[src/rtl/scroll_follow_with_shake_defines.svh]
// assertion macros for the scroll follower
// the using module must have signals named clock and reset in scope
`ifndef SCROLL_FOLLOW_WITH_SHAKE_DEFINES_SVH
`define SCROLL_FOLLOW_WITH_SHAKE_DEFINES_SVH

// condition holds at every edge out of reset
`define SFWS_ASSERT_NOW(label, cond, msg) \
   label: assert property (@(posedge clock) disable iff (reset) (cond)) else $error(msg);

// consequent holds in the same cycle as the antecedent
`define SFWS_ASSERT_IMP(label, ante, cons, msg) \
   label: assert property (@(posedge clock) disable iff (reset) (ante) |-> (cons)) \
      else $error(msg);

`endif

[src/rtl/sfws_pkg.sv]
// shared types, codes and constants of the scroll follower
// no dependencies; used by sfws_lane, sfws_merge and scroll_follow_with_shake
package sfws_pkg;

   localparam int NUM_LANES   = 2;
   localparam int REQ_DATA_W  = 96;
   localparam int RSP_DATA_W  = 128;
   localparam int CSR_ADDR_W  = 3;
   localparam int CSR_DATA_W  = 31;

   // request kinds
   localparam logic [2:0] REQ_TICK   = 3'd0;
   localparam logic [2:0] REQ_PAN    = 3'd1;
   localparam logic [2:0] REQ_SNAP   = 3'd2;
   localparam logic [2:0] REQ_FOLLOW = 3'd3;
   localparam logic [2:0] REQ_SHAKE  = 3'd4;

   // register indexes
   localparam logic [2:0] CSR_MAX_SCROLL_X = 3'd0;
   localparam logic [2:0] CSR_MAX_SCROLL_Y = 3'd1;
   localparam logic [2:0] CSR_SHAKE_AMP_X  = 3'd2;
   localparam logic [2:0] CSR_SHAKE_AMP_Y  = 3'd3;
   localparam logic [2:0] CSR_SHAKE_LEN_X  = 3'd4;
   localparam logic [2:0] CSR_SHAKE_LEN_Y  = 3'd5;

   localparam logic [31:0] EASE_BOOST_BASE = 32'd16000;
   localparam logic [29:0] VEL_STEP        = 30'd10;
   // reciprocals: x/5 for 32-bit x, 8a/5 for 19-bit 8a, x/20 for 22-bit x
   localparam logic [31:0] DIV5_MUL32      = 32'hCCCC_CCCD;
   localparam logic [19:0] AMP_DIV5_MUL    = 20'd838861;
   localparam logic [22:0] FADE_DIV20_MUL  = 23'd6710887;
   localparam logic [15:0] FADE_TICKS      = 16'd20;
   localparam logic [9:0]  LVL_FULL        = 10'd1000;
   localparam logic [9:0]  LVL_STEP        = 10'd500;

   typedef struct packed {
      logic [2:0]         kind;
      logic signed [31:0] target;
      logic [30:0]        far_edge;
      logic [15:0]        amp;
      logic [15:0]        len;
      logic [29:0]        rate_limit;
      logic               boost;
   } lane_cmd_type;

   typedef struct packed {
      logic               done;
      logic signed [31:0] view;
      logic signed [31:0] jitter;
   } lane_status_type;

endpackage

[src/rtl/sfws_merge.sv]
// merge stage: gathers both axis results into one response register
// depends on sfws_pkg
module sfws_merge (
   input  logic                                clock,
   input  logic                                reset,
   input  logic                                load,
   input  sfws_pkg::lane_status_type           lane_st [sfws_pkg::NUM_LANES],
   output logic                                free,
   output logic                                rsp_tvalid,
   input  logic                                rsp_tready,
   // view_x, view_y, jitter_x, jitter_y from the lowest bit up
   output logic [sfws_pkg::RSP_DATA_W-1:0]     rsp_tdata
);
   import sfws_pkg::*;

   logic                  valid_ff, valid_in;
   logic [RSP_DATA_W-1:0] data_ff;

   assign free = !valid_ff || rsp_tready;

   always_comb begin
      valid_in = valid_ff;
      if (load) begin
         valid_in = 1'b1;
      end else if (rsp_tready) begin
         valid_in = 1'b0;
      end
   end

   always_ff @(posedge clock) begin
      if (reset) begin
         valid_ff <= 1'b0;
      end else begin
         valid_ff <= valid_in;
      end
   end

   always_ff @(posedge clock) begin
      if (load) begin
         data_ff <= {lane_st[1].jitter, lane_st[0].jitter, lane_st[1].view, lane_st[0].view};
      end
   end

   assign rsp_tvalid = valid_ff;
   assign rsp_tdata  = data_ff;

endmodule

[config.mk]
export PLATFORM = sky130hd
export DESIGN_NAME = sfws_merge
export DESIGN_NICKNAME = d
export VERILOG_FILES = /design/src/rtl/scroll_follow_with_shake_defines.svh /design/src/rtl/sfws_pkg.sv /design/src/rtl/sfws_merge.sv
export SDC_FILE = /design/constraint.sdc
export NUM_CORES = 1
export LEC_CHECK = 0
export BUFFER_PORTS_ARGS = -buffer_cell sky130_fd_sc_hd__buf_2
export CORE_MARGIN = 5
export CORE_UTILIZATION = 30
export CTS_BUF_LIST = sky130_fd_sc_hd__clkbuf_16
export CTS_CLUSTER_SIZE = 40
export DETAILED_ROUTE_END_ITERATION = 8
export PLACE_DENSITY = 0.68
export SLEW_MARGIN = 20
export SYNTH_ARGS = -nofsm -noshare
export SYNTH_HDL_FRONTEND = slang
export SYNTH_SLANG_ARGS = --single-unit
[constraint.sdc]
create_clock -name clock -period 1.6 [get_ports clock]
set_input_delay 0.32 -clock clock [delete_from_list [all_inputs] [get_ports clock]]
set_output_delay 0.32 -clock clock [all_outputs]
set_load 0.02 [all_outputs]
==> results.tsv <==
stage	metric	value	unit
logic_synthesis	synthesis.nets	266	
route	drt_iter0_markers	85	
cts	clk_path_buf_depth	2	
route	wl	9480	µm
sta	hold_viol	0	
pwr	combPwrFrac	0.101	
pwr	p_leak	2.58	nW
die	die_w	124	µm
hold_path	min_path_type	in -> reg	
setup_path	worstSetupStartpointType	flip-flop	
route	dr.pass1.iters	4	
logic_synthesis	ys_types	5	
sta	maxSlewViolCount	0	
die	die_y	124	µm
logic_synthesis	post-synth-top-area-fraction	0.988	
cts	post-cts-setup-buffers	0	
sta	relSlewSlack	0.778	
sta	fmax	764	MHz
run	drv_cap	0	
final_layout	drive_gt1_frac	0.688	
placed_design	portBuffers	261	
setup_path	crit_arrival	0.99	ns
placed_design	place.gp.congestion	0.706	
sta	min_period	1.31	ns
route	route.met3.wl	1210	µm
setup_path	worstSetupStartpoint	rsp_tvalid	
cts	cts_made_buffers	17	
setup_path	crit-reg2reg-launch	rsp_tvalid	
route	wl_per_cell	15.9	µm
logic_synthesis	syn_area_per_cell	29.5	µm²
logic_synthesis	seq_area_frac_synth	0.993	
cts	cts_root_buf	clkbuf_16	
final_layout	nets	548	
cts	cts_tree	done	
final_layout	syn_to_final_growth	53.7	%
cts	clock_latency	0.40	ns
route	routedLengthMet1	3330	µm
route	highest_layer	met4	
pwr	power_frac_seq	0.492	
die	placementRows	41	
logic_synthesis	syn_inst	132	
pwr	clkPwrFrac	0.407	
grt	grt_pass1_vias	2482	
setup_path	cp_top_family	flip-flops	
setup_path	cp_cell_sequence	nand2b_4 -> buf_2	
sta	fin_crit_sh	0.818	
setup_path	critPathRequiredTime	1.28	ns
hold_path	holdCritStartpoint	reset	
run_status	status	finished, final reports clean	
sta	setup_tns	0	ns
setup_path	end_kind	primary output	
grt	gr-usage-all-layers	0.120	
route	dr_wl_met2	4780	µm
sta	rsz0062_at_grt	no	
die	die-area	0.0153	mm²
setup_path	cp_slowest_stage_delay	0.36	ns
pwr	p_total	8.30	mW
logic_synthesis	synth-seq-cells	129	
cts	hold_buffers	0	
pwr	power_density	1390	mW/mm²
pwr	switching_share	0.230	
setup_path	crit_fanout	2	
pwr	p_int	6.39	mW
logic_synthesis	syn_area	0.00389	mm²
route	ant_nets	0	
pwr	switchingPower	1.91	mW
cts	cts.clk_slew.worst_paths	0.05	ns
pwr	ir_drop	0.653	mV
logic_synthesis	ys_top_cells_by_area	edfxtp_1 99%, dfxtp_1 0.51%, nand2b_4 0.35%, a21oi_2 0.23%, inv_1 0.096%	
grt	overflow	0	
sta	worst_pin_slew	0.332	ns
route	vias_per_cell	3.99	
setup_path	critPathBufInv	1	
sta	final-setup-viol-count	0	
grt	grt_pass1_wl	13200	µm
sta	fin_skew	0	ns
placed_design	dpl.hpwl	7440	µm
die	io_pins	264	
cts	cts_resized	0	
cts	cts.sinks	129	
setup_path	crit_type	reg -> out	
logic_synthesis	yosys_warnings	0	
logic_synthesis	netlist.top_cell.by_area	edfxtp_1	
grt	grt_antenna_before_repair	0	
die	core-area	0.0127	mm²
route	vias	2388	
die	start_util	0.307	
setup_path	slowest_stage	dfxtp_1	
cts	htree_num_levels	4	
route	drc_errors	0	
final_layout	diodes	0	
grt	grt_max_degree	63	
[synth_stat cells, drive strengths merged]
master,instances
a21oi,1
edfxtp,128
nand2b,1
dfxtp,1
inv,1
[metrics by stage]
step,cell area (µm²),std cells,utilization,worst slack [ns],hold slack (ns)
2_1_floorplan,3890,132,-,0.703,0.382
3_3_place_gp,5450,567,0.430,0.455,0.480
3_5_place_dp,5450,567,0.430,0.441,0.479
4_1_cts,5980,598,0.472,0.257,0.0449
5_1_grt,5980,598,0.472,0.236,0.0477
6_report,5980,598,0.472,0.292,0.0702
[state kept, by name, indices dropped and copies added, names as in the netlist]
signal	count
rsp_tvalid	1
rsp_tdata	128
[power by group through the flow]
stage / combinational [mW] / sequential, mW / clock, mW
floorplan: 0.00605 / 4.51 / 0
global placement: 0.847 / 4.14 / 0
detailed placement: 0.858 / 4.15 / 0
CTS: 0.858 / 4.09 / 3.49
global route: 0.896 / 4.10 / 3.67
finish: 0.842 / 4.08 / 3.38
[logic make-up (layout without fill, tap and decap cells)]
family / after synthesis / count (layout) / synth area share
DFF: 129 / 129 / 0.993
AOI/OAI and AO/OA: 1 / 1 / 0.00225
and+or+nand+nor: 1 / 1 / 0.00354
buffers and inverters: 1 / 295 / 0.000964
[layout by cell type (no fill, tap or decap), types with 2 or more instances in the layout]
master        n
inv_1         2
clkinv_2      6
clkinv_1      2
buf_12        2
buf_2       260
clkinvlp_4    4
clkbuf_16    17
edfxtp_1    128
[path summary, 6_finish.rpt]
kind,slack (ns),end,depth (start not counted)
min,0.07,rsp_tvalid,2
min reg2reg,0.48,rsp_tvalid,2
max reg2reg,1.00,rsp_tvalid,2
max,0.29,free,2
[area by class of cell]
type	instances	area, µm²
Sequential cell	129	3860
Clock buffer	17	425
Timing Repair Buffer	263	1350
Fill cell	1124	6690
Tap cell	172	215
Multi-Input combinational cell	2	22.5
Inverter	1	3.75
Clock inverter	14	101
[routing by layer]
| metal | global-route usage | vias up |
|---|---|---|
| met5 | 0 | - |
| met4 | 0.0664 | 0 |
| met3 | 0.0590 | 17 |
| met2 | 0.193 | 154 |
| met1 | 0.129 | 1112 |
| li1 | - | 1105 |
(Power assumes the default switching activity.)
