### src/rtl/scroll_follow_with_shake_defines.svh
// assertion macros for the scroll follower
// the using module must have signals named clock and reset in scope
`ifndef SCROLL_FOLLOW_WITH_SHAKE_DEFINES_SVH
`define SCROLL_FOLLOW_WITH_SHAKE_DEFINES_SVH

// condition holds at every edge out of reset
`define SFWS_ASSERT_NOW(label, cond, msg) \
   label: assert property (@(posedge clock) disable iff (reset) (cond)) else $error(msg);

// consequent holds in the same cycle as the antecedent
`define SFWS_ASSERT_IMP(label, ante, cons, msg) \
   label: assert property (@(posedge clock) disable iff (reset) (ante) |-> (cons)) \
      else $error(msg);

`endif

### src/rtl/sfws_pkg.sv
// shared types, codes and constants of the scroll follower
// no dependencies; used by sfws_lane, sfws_merge and scroll_follow_with_shake
package sfws_pkg;

   localparam int NUM_LANES   = 2;
   localparam int REQ_DATA_W  = 96;
   localparam int RSP_DATA_W  = 128;
   localparam int CSR_ADDR_W  = 3;
   localparam int CSR_DATA_W  = 31;

   // request kinds
   localparam logic [2:0] REQ_TICK   = 3'd0;
   localparam logic [2:0] REQ_PAN    = 3'd1;
   localparam logic [2:0] REQ_SNAP   = 3'd2;
   localparam logic [2:0] REQ_FOLLOW = 3'd3;
   localparam logic [2:0] REQ_SHAKE  = 3'd4;

   // register indexes
   localparam logic [2:0] CSR_MAX_SCROLL_X = 3'd0;
   localparam logic [2:0] CSR_MAX_SCROLL_Y = 3'd1;
   localparam logic [2:0] CSR_SHAKE_AMP_X  = 3'd2;
   localparam logic [2:0] CSR_SHAKE_AMP_Y  = 3'd3;
   localparam logic [2:0] CSR_SHAKE_LEN_X  = 3'd4;
   localparam logic [2:0] CSR_SHAKE_LEN_Y  = 3'd5;

   localparam logic [31:0] EASE_BOOST_BASE = 32'd16000;
   localparam logic [29:0] VEL_STEP        = 30'd10;
   // reciprocals: x/5 for 32-bit x, 8a/5 for 19-bit 8a, x/20 for 22-bit x
   localparam logic [31:0] DIV5_MUL32      = 32'hCCCC_CCCD;
   localparam logic [19:0] AMP_DIV5_MUL    = 20'd838861;
   localparam logic [22:0] FADE_DIV20_MUL  = 23'd6710887;
   localparam logic [15:0] FADE_TICKS      = 16'd20;
   localparam logic [9:0]  LVL_FULL        = 10'd1000;
   localparam logic [9:0]  LVL_STEP        = 10'd500;

   typedef struct packed {
      logic [2:0]         kind;
      logic signed [31:0] target;
      logic [30:0]        far_edge;
      logic [15:0]        amp;
      logic [15:0]        len;
      logic [29:0]        rate_limit;
      logic               boost;
   } lane_cmd_type;

   typedef struct packed {
      logic               done;
      logic signed [31:0] view;
      logic signed [31:0] jitter;
   } lane_status_type;

endpackage

### src/rtl/sfws_lane.sv
// one axis of the scroll follower: easing towards the goal and shake offset
// depends on sfws_pkg
module sfws_lane (
   input  logic                      clock,
   input  logic                      reset,
   input  logic                      start,
   input  sfws_pkg::lane_cmd_type    cmd,
   output sfws_pkg::lane_status_type status
);
   import sfws_pkg::*;

   typedef enum logic [2:0] {
      L_IDLE, L_EASE_MUL, L_EASE_UPD, L_SHK_TICK, L_SHK_FADE, L_SHK_WIN, L_SHK_OUT
   } lane_state_type;

   function automatic logic [31:0] sat32(input logic signed [35:0] v);
      logic [31:0] r;
      if (v > 36'sd2147483647) begin
         r = 32'h7FFF_FFFF;
      end else if (v < -36'sd2147483648) begin
         r = 32'h8000_0000;
      end else begin
         r = v[31:0];
      end
      return r;
   endfunction

   // architectural state
   lane_state_type     state_ff, state_in;
   logic               done_ff, done_in;
   logic signed [31:0] pos_ff, pos_in;
   logic [29:0]        vel_ff, vel_in;
   logic [30:0]        goal_ff, goal_in;
   logic               on_ff, on_in;
   logic [15:0]        ticks_ff, ticks_in;
   logic               falling_ff, falling_in;
   logic [9:0]         level_ff, level_in;
   logic signed [31:0] jitter_ff, jitter_in;

   // datapath temporaries
   logic [62:0]        ease_mul_ff, ease_mul_in;
   logic               far_ff, far_in;
   logic               lt_ff, lt_in;
   logic               dir_ff, dir_in;
   logic [38:0]        amp_mul_ff, amp_mul_in;
   logic [16:0]        amp_ff;
   logic [21:0]        fade_mul_ff, fade_mul_in;
   logic               fade_ff, fade_in;
   logic [16:0]        amp_eff_ff, amp_eff_in;
   logic signed [35:0] lower_ff, lower_in;
   logic signed [35:0] upper_ff, upper_in;

   logic [30:0]        goal_clamp;
   logic signed [32:0] diff;
   logic [31:0]        gap_len;
   logic [31:0]        far_sub;
   logic [28:0]        extra;
   logic [30:0]        step;
   logic signed [33:0] pos_wide;
   logic [31:0]        pos_sat;
   logic [30:0]        vel_inc;
   logic [29:0]        vel_cap;
   logic [29:0]        vel_dec;
   logic [15:0]        tick_n;
   logic [15:0]        rem;
   logic [44:0]        fade_prod;
   logic signed [35:0] cur36, a36, ms36, low_try;
   logic               at_low, hit;
   logic signed [35:0] span, span_rnd, scaled, jit36;
   logic [10:0]        lvl_up;

   always_comb begin
      // goal clamped to [0, far edge]
      if (cmd.target[31]) begin
         goal_clamp = '0;
      end else if (cmd.target[30:0] > cmd.far_edge) begin
         goal_clamp = cmd.far_edge;
      end else begin
         goal_clamp = cmd.target[30:0];
      end

      // easing, first half: distance and boost quotient
      diff    = $signed({2'b00, goal_ff}) - $signed({pos_ff[31], pos_ff});
      gap_len = diff[32] ? 32'(-diff) : diff[31:0];
      dir_in  = !diff[32];
      lt_in   = {2'b00, vel_ff} < gap_len;
      far_in  = cmd.boost && (gap_len > EASE_BOOST_BASE);
      far_sub = gap_len - EASE_BOOST_BASE;
      // (d-16000)/10 as ((d-16000)>>1)/5
      ease_mul_in = far_sub[31:1] * DIV5_MUL32;

      // easing, second half
      extra    = far_ff ? ease_mul_ff[62:34] : '0;
      step     = {1'b0, vel_ff} + {2'b00, extra};
      pos_wide = dir_ff ? $signed({{2{pos_ff[31]}}, pos_ff}) + $signed({3'b000, step})
                        : $signed({{2{pos_ff[31]}}, pos_ff}) - $signed({3'b000, step});
      pos_sat  = sat32($signed({{2{pos_wide[33]}}, pos_wide}));
      vel_inc  = {1'b0, vel_ff} + {1'b0, VEL_STEP};
      vel_cap  = (vel_inc > {1'b0, cmd.rate_limit}) ? cmd.rate_limit : vel_inc[29:0];
      vel_dec  = (vel_ff >= VEL_STEP) ? vel_ff - VEL_STEP : '0;

      // amplitude 8a/5, then fade in the closing ticks
      amp_mul_in  = {cmd.amp, 3'b000} * AMP_DIV5_MUL;
      tick_n      = ticks_ff + 16'd1;
      rem         = cmd.len - tick_n;
      fade_in     = (cmd.len != '0) && (rem < FADE_TICKS);
      fade_mul_in = rem[4:0] * amp_ff;
      fade_prod   = fade_mul_ff * FADE_DIV20_MUL;
      amp_eff_in  = fade_ff ? fade_prod[43:27] : amp_ff;

      // window around the position, clamped to the map edges
      cur36    = {{4{pos_ff[31]}}, pos_ff};
      a36      = {19'b0, amp_eff_ff};
      ms36     = {5'b0, cmd.far_edge};
      low_try  = cur36 - a36;
      at_low   = low_try[35];
      lower_in = at_low ? -cur36 : -a36;
      hit      = at_low ? (ms36 < (a36 <<< 1)) : (ms36 < cur36 + a36);
      if (hit) begin
         upper_in = ms36 - cur36;
      end else if (at_low) begin
         upper_in = (a36 <<< 1) - cur36;
      end else begin
         upper_in = a36;
      end

      // level is 0, half or full, so the scale is a shift
      span     = upper_ff - lower_ff;
      span_rnd = span + $signed({35'b0, span[35]});
      if (level_ff == '0) begin
         scaled = '0;
      end else if (level_ff == LVL_FULL) begin
         scaled = span;
      end else begin
         scaled = span_rnd >>> 1;
      end
      jit36  = scaled + lower_ff;
      lvl_up = {1'b0, level_ff} + {1'b0, LVL_STEP};

      // next state
      state_in   = state_ff;
      done_in    = 1'b0;
      pos_in     = pos_ff;
      vel_in     = vel_ff;
      goal_in    = goal_ff;
      on_in      = on_ff;
      ticks_in   = ticks_ff;
      falling_in = falling_ff;
      level_in   = level_ff;
      jitter_in  = jitter_ff;

      unique case (state_ff)
         L_IDLE: begin
            if (start) begin
               unique case (cmd.kind)
                  REQ_TICK: begin
                     state_in = L_EASE_MUL;
                  end
                  REQ_PAN, REQ_FOLLOW: begin
                     goal_in = goal_clamp;
                     done_in = 1'b1;
                  end
                  REQ_SNAP: begin
                     goal_in = goal_clamp;
                     pos_in  = {1'b0, goal_clamp};
                     vel_in  = '0;
                     done_in = 1'b1;
                  end
                  REQ_SHAKE: begin
                     on_in      = 1'b1;
                     ticks_in   = '0;
                     level_in   = '0;
                     falling_in = 1'b0;
                     done_in    = 1'b1;
                  end
                  default: begin
                     done_in = 1'b1;
                  end
               endcase
            end
         end
         L_EASE_MUL: begin
            state_in = L_EASE_UPD;
         end
         L_EASE_UPD: begin
            pos_in   = lt_ff ? pos_sat : {1'b0, goal_ff};
            vel_in   = lt_ff ? vel_cap : vel_dec;
            state_in = L_SHK_TICK;
         end
         L_SHK_TICK: begin
            // an idle or ending shake still runs the full sequence so both lanes stay in step
            if (on_ff && (cmd.len != '0)) begin
               ticks_in = tick_n;
               if (tick_n >= cmd.len) begin
                  on_in = 1'b0;
               end
            end
            state_in = L_SHK_FADE;
         end
         L_SHK_FADE: begin
            state_in = L_SHK_WIN;
         end
         L_SHK_WIN: begin
            // rise to full, hold one tick, fall to zero, hold one tick
            if (on_ff) begin
               if (!falling_ff) begin
                  if (level_ff < LVL_FULL) begin
                     level_in = (lvl_up > {1'b0, LVL_FULL}) ? LVL_FULL : lvl_up[9:0];
                  end else begin
                     falling_in = 1'b1;
                  end
               end else if (level_ff == '0) begin
                  falling_in = 1'b0;
               end else begin
                  level_in = (level_ff >= LVL_STEP) ? level_ff - LVL_STEP : '0;
               end
            end
            state_in = L_SHK_OUT;
         end
         L_SHK_OUT: begin
            jitter_in = on_ff ? sat32(jit36) : '0;
            done_in   = 1'b1;
            state_in  = L_IDLE;
         end
      endcase
   end

   always_ff @(posedge clock) begin
      if (reset) begin
         state_ff   <= L_IDLE;
         done_ff    <= 1'b0;
         pos_ff     <= '0;
         vel_ff     <= '0;
         goal_ff    <= '0;
         on_ff      <= 1'b0;
         ticks_ff   <= '0;
         falling_ff <= 1'b0;
         level_ff   <= '0;
         jitter_ff  <= '0;
      end else begin
         state_ff   <= state_in;
         done_ff    <= done_in;
         pos_ff     <= pos_in;
         vel_ff     <= vel_in;
         goal_ff    <= goal_in;
         on_ff      <= on_in;
         ticks_ff   <= ticks_in;
         falling_ff <= falling_in;
         level_ff   <= level_in;
         jitter_ff  <= jitter_in;
      end
   end

   always_ff @(posedge clock) begin
      amp_mul_ff <= amp_mul_in;
      if (state_ff == L_EASE_MUL) begin
         ease_mul_ff <= ease_mul_in;
         far_ff      <= far_in;
         lt_ff       <= lt_in;
         dir_ff      <= dir_in;
      end
      if (state_ff == L_EASE_UPD) begin
         amp_ff <= amp_mul_ff[38:22];
      end
      if (state_ff == L_SHK_TICK) begin
         fade_mul_ff <= fade_mul_in;
         fade_ff     <= fade_in;
      end
      if (state_ff == L_SHK_FADE) begin
         amp_eff_ff <= amp_eff_in;
      end
      if (state_ff == L_SHK_WIN) begin
         lower_ff <= lower_in;
         upper_ff <= upper_in;
      end
   end

   assign status.done   = done_ff;
   assign status.view   = pos_ff;
   assign status.jitter = jitter_ff;

endmodule

### config.mk
export PLATFORM = sky130hd
export DESIGN_NAME = sfws_lane
export DESIGN_NICKNAME = d
export VERILOG_FILES = /design/src/rtl/scroll_follow_with_shake_defines.svh /design/src/rtl/sfws_pkg.sv /design/src/rtl/sfws_lane.sv
export SDC_FILE = /design/constraint.sdc
export NUM_CORES = 2
export LEC_CHECK = 0
export BUFFER_PORTS_ARGS = -buffer_cell sky130_fd_sc_hd__buf_2
export CORE_ASPECT_RATIO = 0.7
export CORE_MARGIN = 3
export CORE_UTILIZATION = 50
export CTS_CLUSTER_SIZE = 30
export DETAILED_ROUTE_END_ITERATION = 8
export PLACE_DENSITY_LB_ADDON = 0.1
export SYNTH_ARGS = -nofsm -noshare
export SYNTH_HDL_FRONTEND = slang
export SYNTH_SLANG_ARGS = --single-unit
### constraint.sdc
create_clock -name clock -period 19.2 [get_ports clock]
set_clock_uncertainty 0.2 [all_clocks]
set_input_delay 3.84 -clock clock [delete_from_list [all_inputs] [get_ports clock]]
set_output_delay 3.84 -clock clock [all_outputs]
set_load 0.01 [all_outputs]
==> metrics.txt <==
min Tclk post-route=14.82 ns; mux contribution to synthesized area=0.01271; total gr overflow=0; WL per Instance=around 24 µm; XOR/XNOR Fraction of Synth Area=0.06947; area leader, netlist=ha_1; global-route wire length before repair=318800 µm; syn nets=8818; DRC viols=0; Sequential cell area=around 8000 µm²; total track usage=0.3307; crit start category=register; via count=about 53000; fin crit share=0.7719; Synth Register Bits=330; Max Cap Viol=0; Initial Util=0.5073; most used cell, CP=inv_1; met1 GRT Util=0.5546; main combinational cell family by area after synthesis=adder cells; Port Buf Inserts=~200; CP peak stage delay=between 0.9 and 1 ns; Finished Cell Area=~65000 µm²; synthesized area=61020 µm²; commonest non-fill, non-tap cells in the layout=inv_1, ha_1, fa_1, a21oi_1, nand2_1; initial antenna violation count=19; CTS buffer count=a little over 40; core box area=~120000 µm²; reg-to-reg slack, setup=4.38 ns; met2 Use GR=0.3975; Top FF cell, synth=dfxtp_1; final WL=213200 µm; Fin. Hold Viols=0; Final setup viols=0; dominant cells by area after synthesis=ha_1, fa_1, edfxtp_1, inv_1, dfxtp_1; Worst EP arrival=14.97 ns; Critical Path Sink Type=register; fin. max-slew vios=0; Pre-Repair DR Iteration Count=7; WS Path Type=register to register; register area share after synthesis=0.1342; clk sink count=330; post-CTS sizing=0; fillers=between 10000 and 15000; hpwl dp=181700 µm; headroom to the max-slew limit=0.1319; Starting DRT DRC Count=5863; Max Buffers Root-to-Sink=3; number of synthesized flops with an enable pin=~160; vias in the first global route=49780; Root Buffer=clkbuf_16; ANT nets after route=0; vias per cell=5.991; R2R depth=43; CTS tree=built; Yosys cell types=115; DIE WIDTH=423.5 µm; Critical Path RT=19.35 ns; P&R area growth vs syn=6.783%; Syn Area/Cell=8.537 µm²; GR peak layer=met1; Fin Setup TNS=0 ns; Clk Latency, worst-skew pair=0.62 ns; Synth Area in Simple Gates=0.1448; synth warn=0; commonest non-fill, non-tap cell in the layout=inv_1; share of cells above drive strength 1=0.06039; area of the multi-input gates=48060 µm²; grt met3 use=0.1119; pin count of the biggest net entering global routing=a little over 80; Setup Buffers After CTS=0; Placed Area=63740 µm²; adder-cell share of the synthesized area=0.3804; Synth Instances=7148; RSZ-0062 raised after global routing=no; Hold WC Path Type=register to register; compound-cell area share of the yosys netlist=0.1792; CTS H-tree depth=2; GP Congestion=0.9933; slowest cell on the critical path=dfxtp_1; Rows=~110; Ports=197; clock-pin slew on the worst setup and hold paths=approximately 0.060 ns; Post-CTS Hold Fix Bufs=0; Crit Path Max Fanout=13; status=finished clean; Worst Hold Depth=0; die height=298.3 µm; Die ar.=126300 µm²; Max Freq=between 60 and 70 MHz; post-synth top area share=0.2100; Worst-Margin Slew=1.292 ns; Nets=8909; ys async rst share=0
-- sequential cells by signal, summed over array words and instances, names as in the netlist --
signal,count
amp_eff_ff,17
amp_ff,17
amp_mul_ff,17
dir_ff,1
done_ff,1
ease_mul_ff,29
fade_ff,1
fade_mul_ff,22
falling_ff,1
far_ff,1
goal_ff,31
jitter_ff,32
level_ff,8
lower_ff,36
lt_ff,1
on_ff,1
pos_ff,32
state_ff,3
ticks_ff,16
upper_ff,33
vel_ff,30
-- stage by stage --
stage | hold slack [ns] | util | cells | worst slack (ns)
6_report | 0.1929 | 0.5417 | 8894 | 4.380
5_1_grt | 0.2039 | 0.5416 | 8892 | 3.755
4_1_cts | 0.1950 | 0.5416 | 8889 | 4.653
3_5_place_dp | 0.1887 | 0.5299 | 8816 | 4.721
3_3_place_gp | 0.1878 | 0.5299 | 8816 | 5.044
2_1_floorplan | 0.1855 | - | 7148 | 6.899
-- area by class of cell --
class,instances,share of cell area
multi-input combinational,5540,0.7375
sequential,330,0.1257
timing repair buffer,261,0.02258
clock inverter,24,0.004743
clock buffer,49,0.01682
inverter,1065,0.06135
tap,1620,0.03111
antenna,5,0.0001920
-- layer usage --
| metal | vias to the layer above | share of wire |
|---|---|---|
| met1 | 25660 | 0.51 |
| met3 | 126 | 0.14 |
| met4 | 2 | 0.011 |
| met5 | - | 0.000042 |
| met2 | 2411 | 0.34 |
| li1 | 25090 | - |
-- cell families after synthesis --
family,Yosys count
AOI/OAI and AO/OA,1664
xor gates and xnor gates,479
adders and majority gates,1549
buffers and inverters,1278
DFF,330
muxes,75
and+or+nand+nor,1773
-- synthesized netlist by cell type (55+ instances only) --
| master | instances |
|---|---|
| nand3_1 | 135 |
| o211ai_1 | 76 |
| a31oi_1 | 66 |
| edfxtp_1 | 158 |
| nor2b_1 | 117 |
| nor2_1 | 421 |
| a21oi_1 | 486 |
| o21ai_0 | 323 |
| xor2_1 | 157 |
| a21o_1 | 146 |
| nand2b_1 | 75 |
| and2_1 | 60 |
| o21a_1 | 93 |
| nor3_1 | 135 |
| inv_1 | 1057 |
| nand4_1 | 103 |
| fa_1 | 514 |
| nor4_1 | 58 |
| clkbuf_1 | 186 |
| ha_1 | 1024 |
| a211oi_1 | 75 |
| nand2_1 | 448 |
| mux2i_1 | 55 |
| dfxtp_1 | 172 |
| xnor2_1 | 317 |
| and3_1 | 66 |
-- worst max-delay path: cells and delay by family, from the launching register on --
family	cells	cell delay, ns
adders and majority gates	10	4.82
AOI/OAI and AO/OA	12	3.94
and+or+nand+nor	10	2.04
xor gates and xnor gates	3	1.50
buffers and inverters	8	1.14
DFF	1	0.93
-- final timing paths --
| kind | start | to |
|---|---|---|
| setup / recovery | pos_ff[1] | ease_mul_ff[62] |
| hold / removal | amp_mul_ff[22] | amp_ff[0] |
| setup reg to reg | pos_ff[1] | ease_mul_ff[62] |
| hold reg to reg | amp_mul_ff[22] | amp_ff[0] |
Power is left out: the tool's default activity adds up to more than one toggle a clock period on the data nets, which glitch-free logic cannot reach.
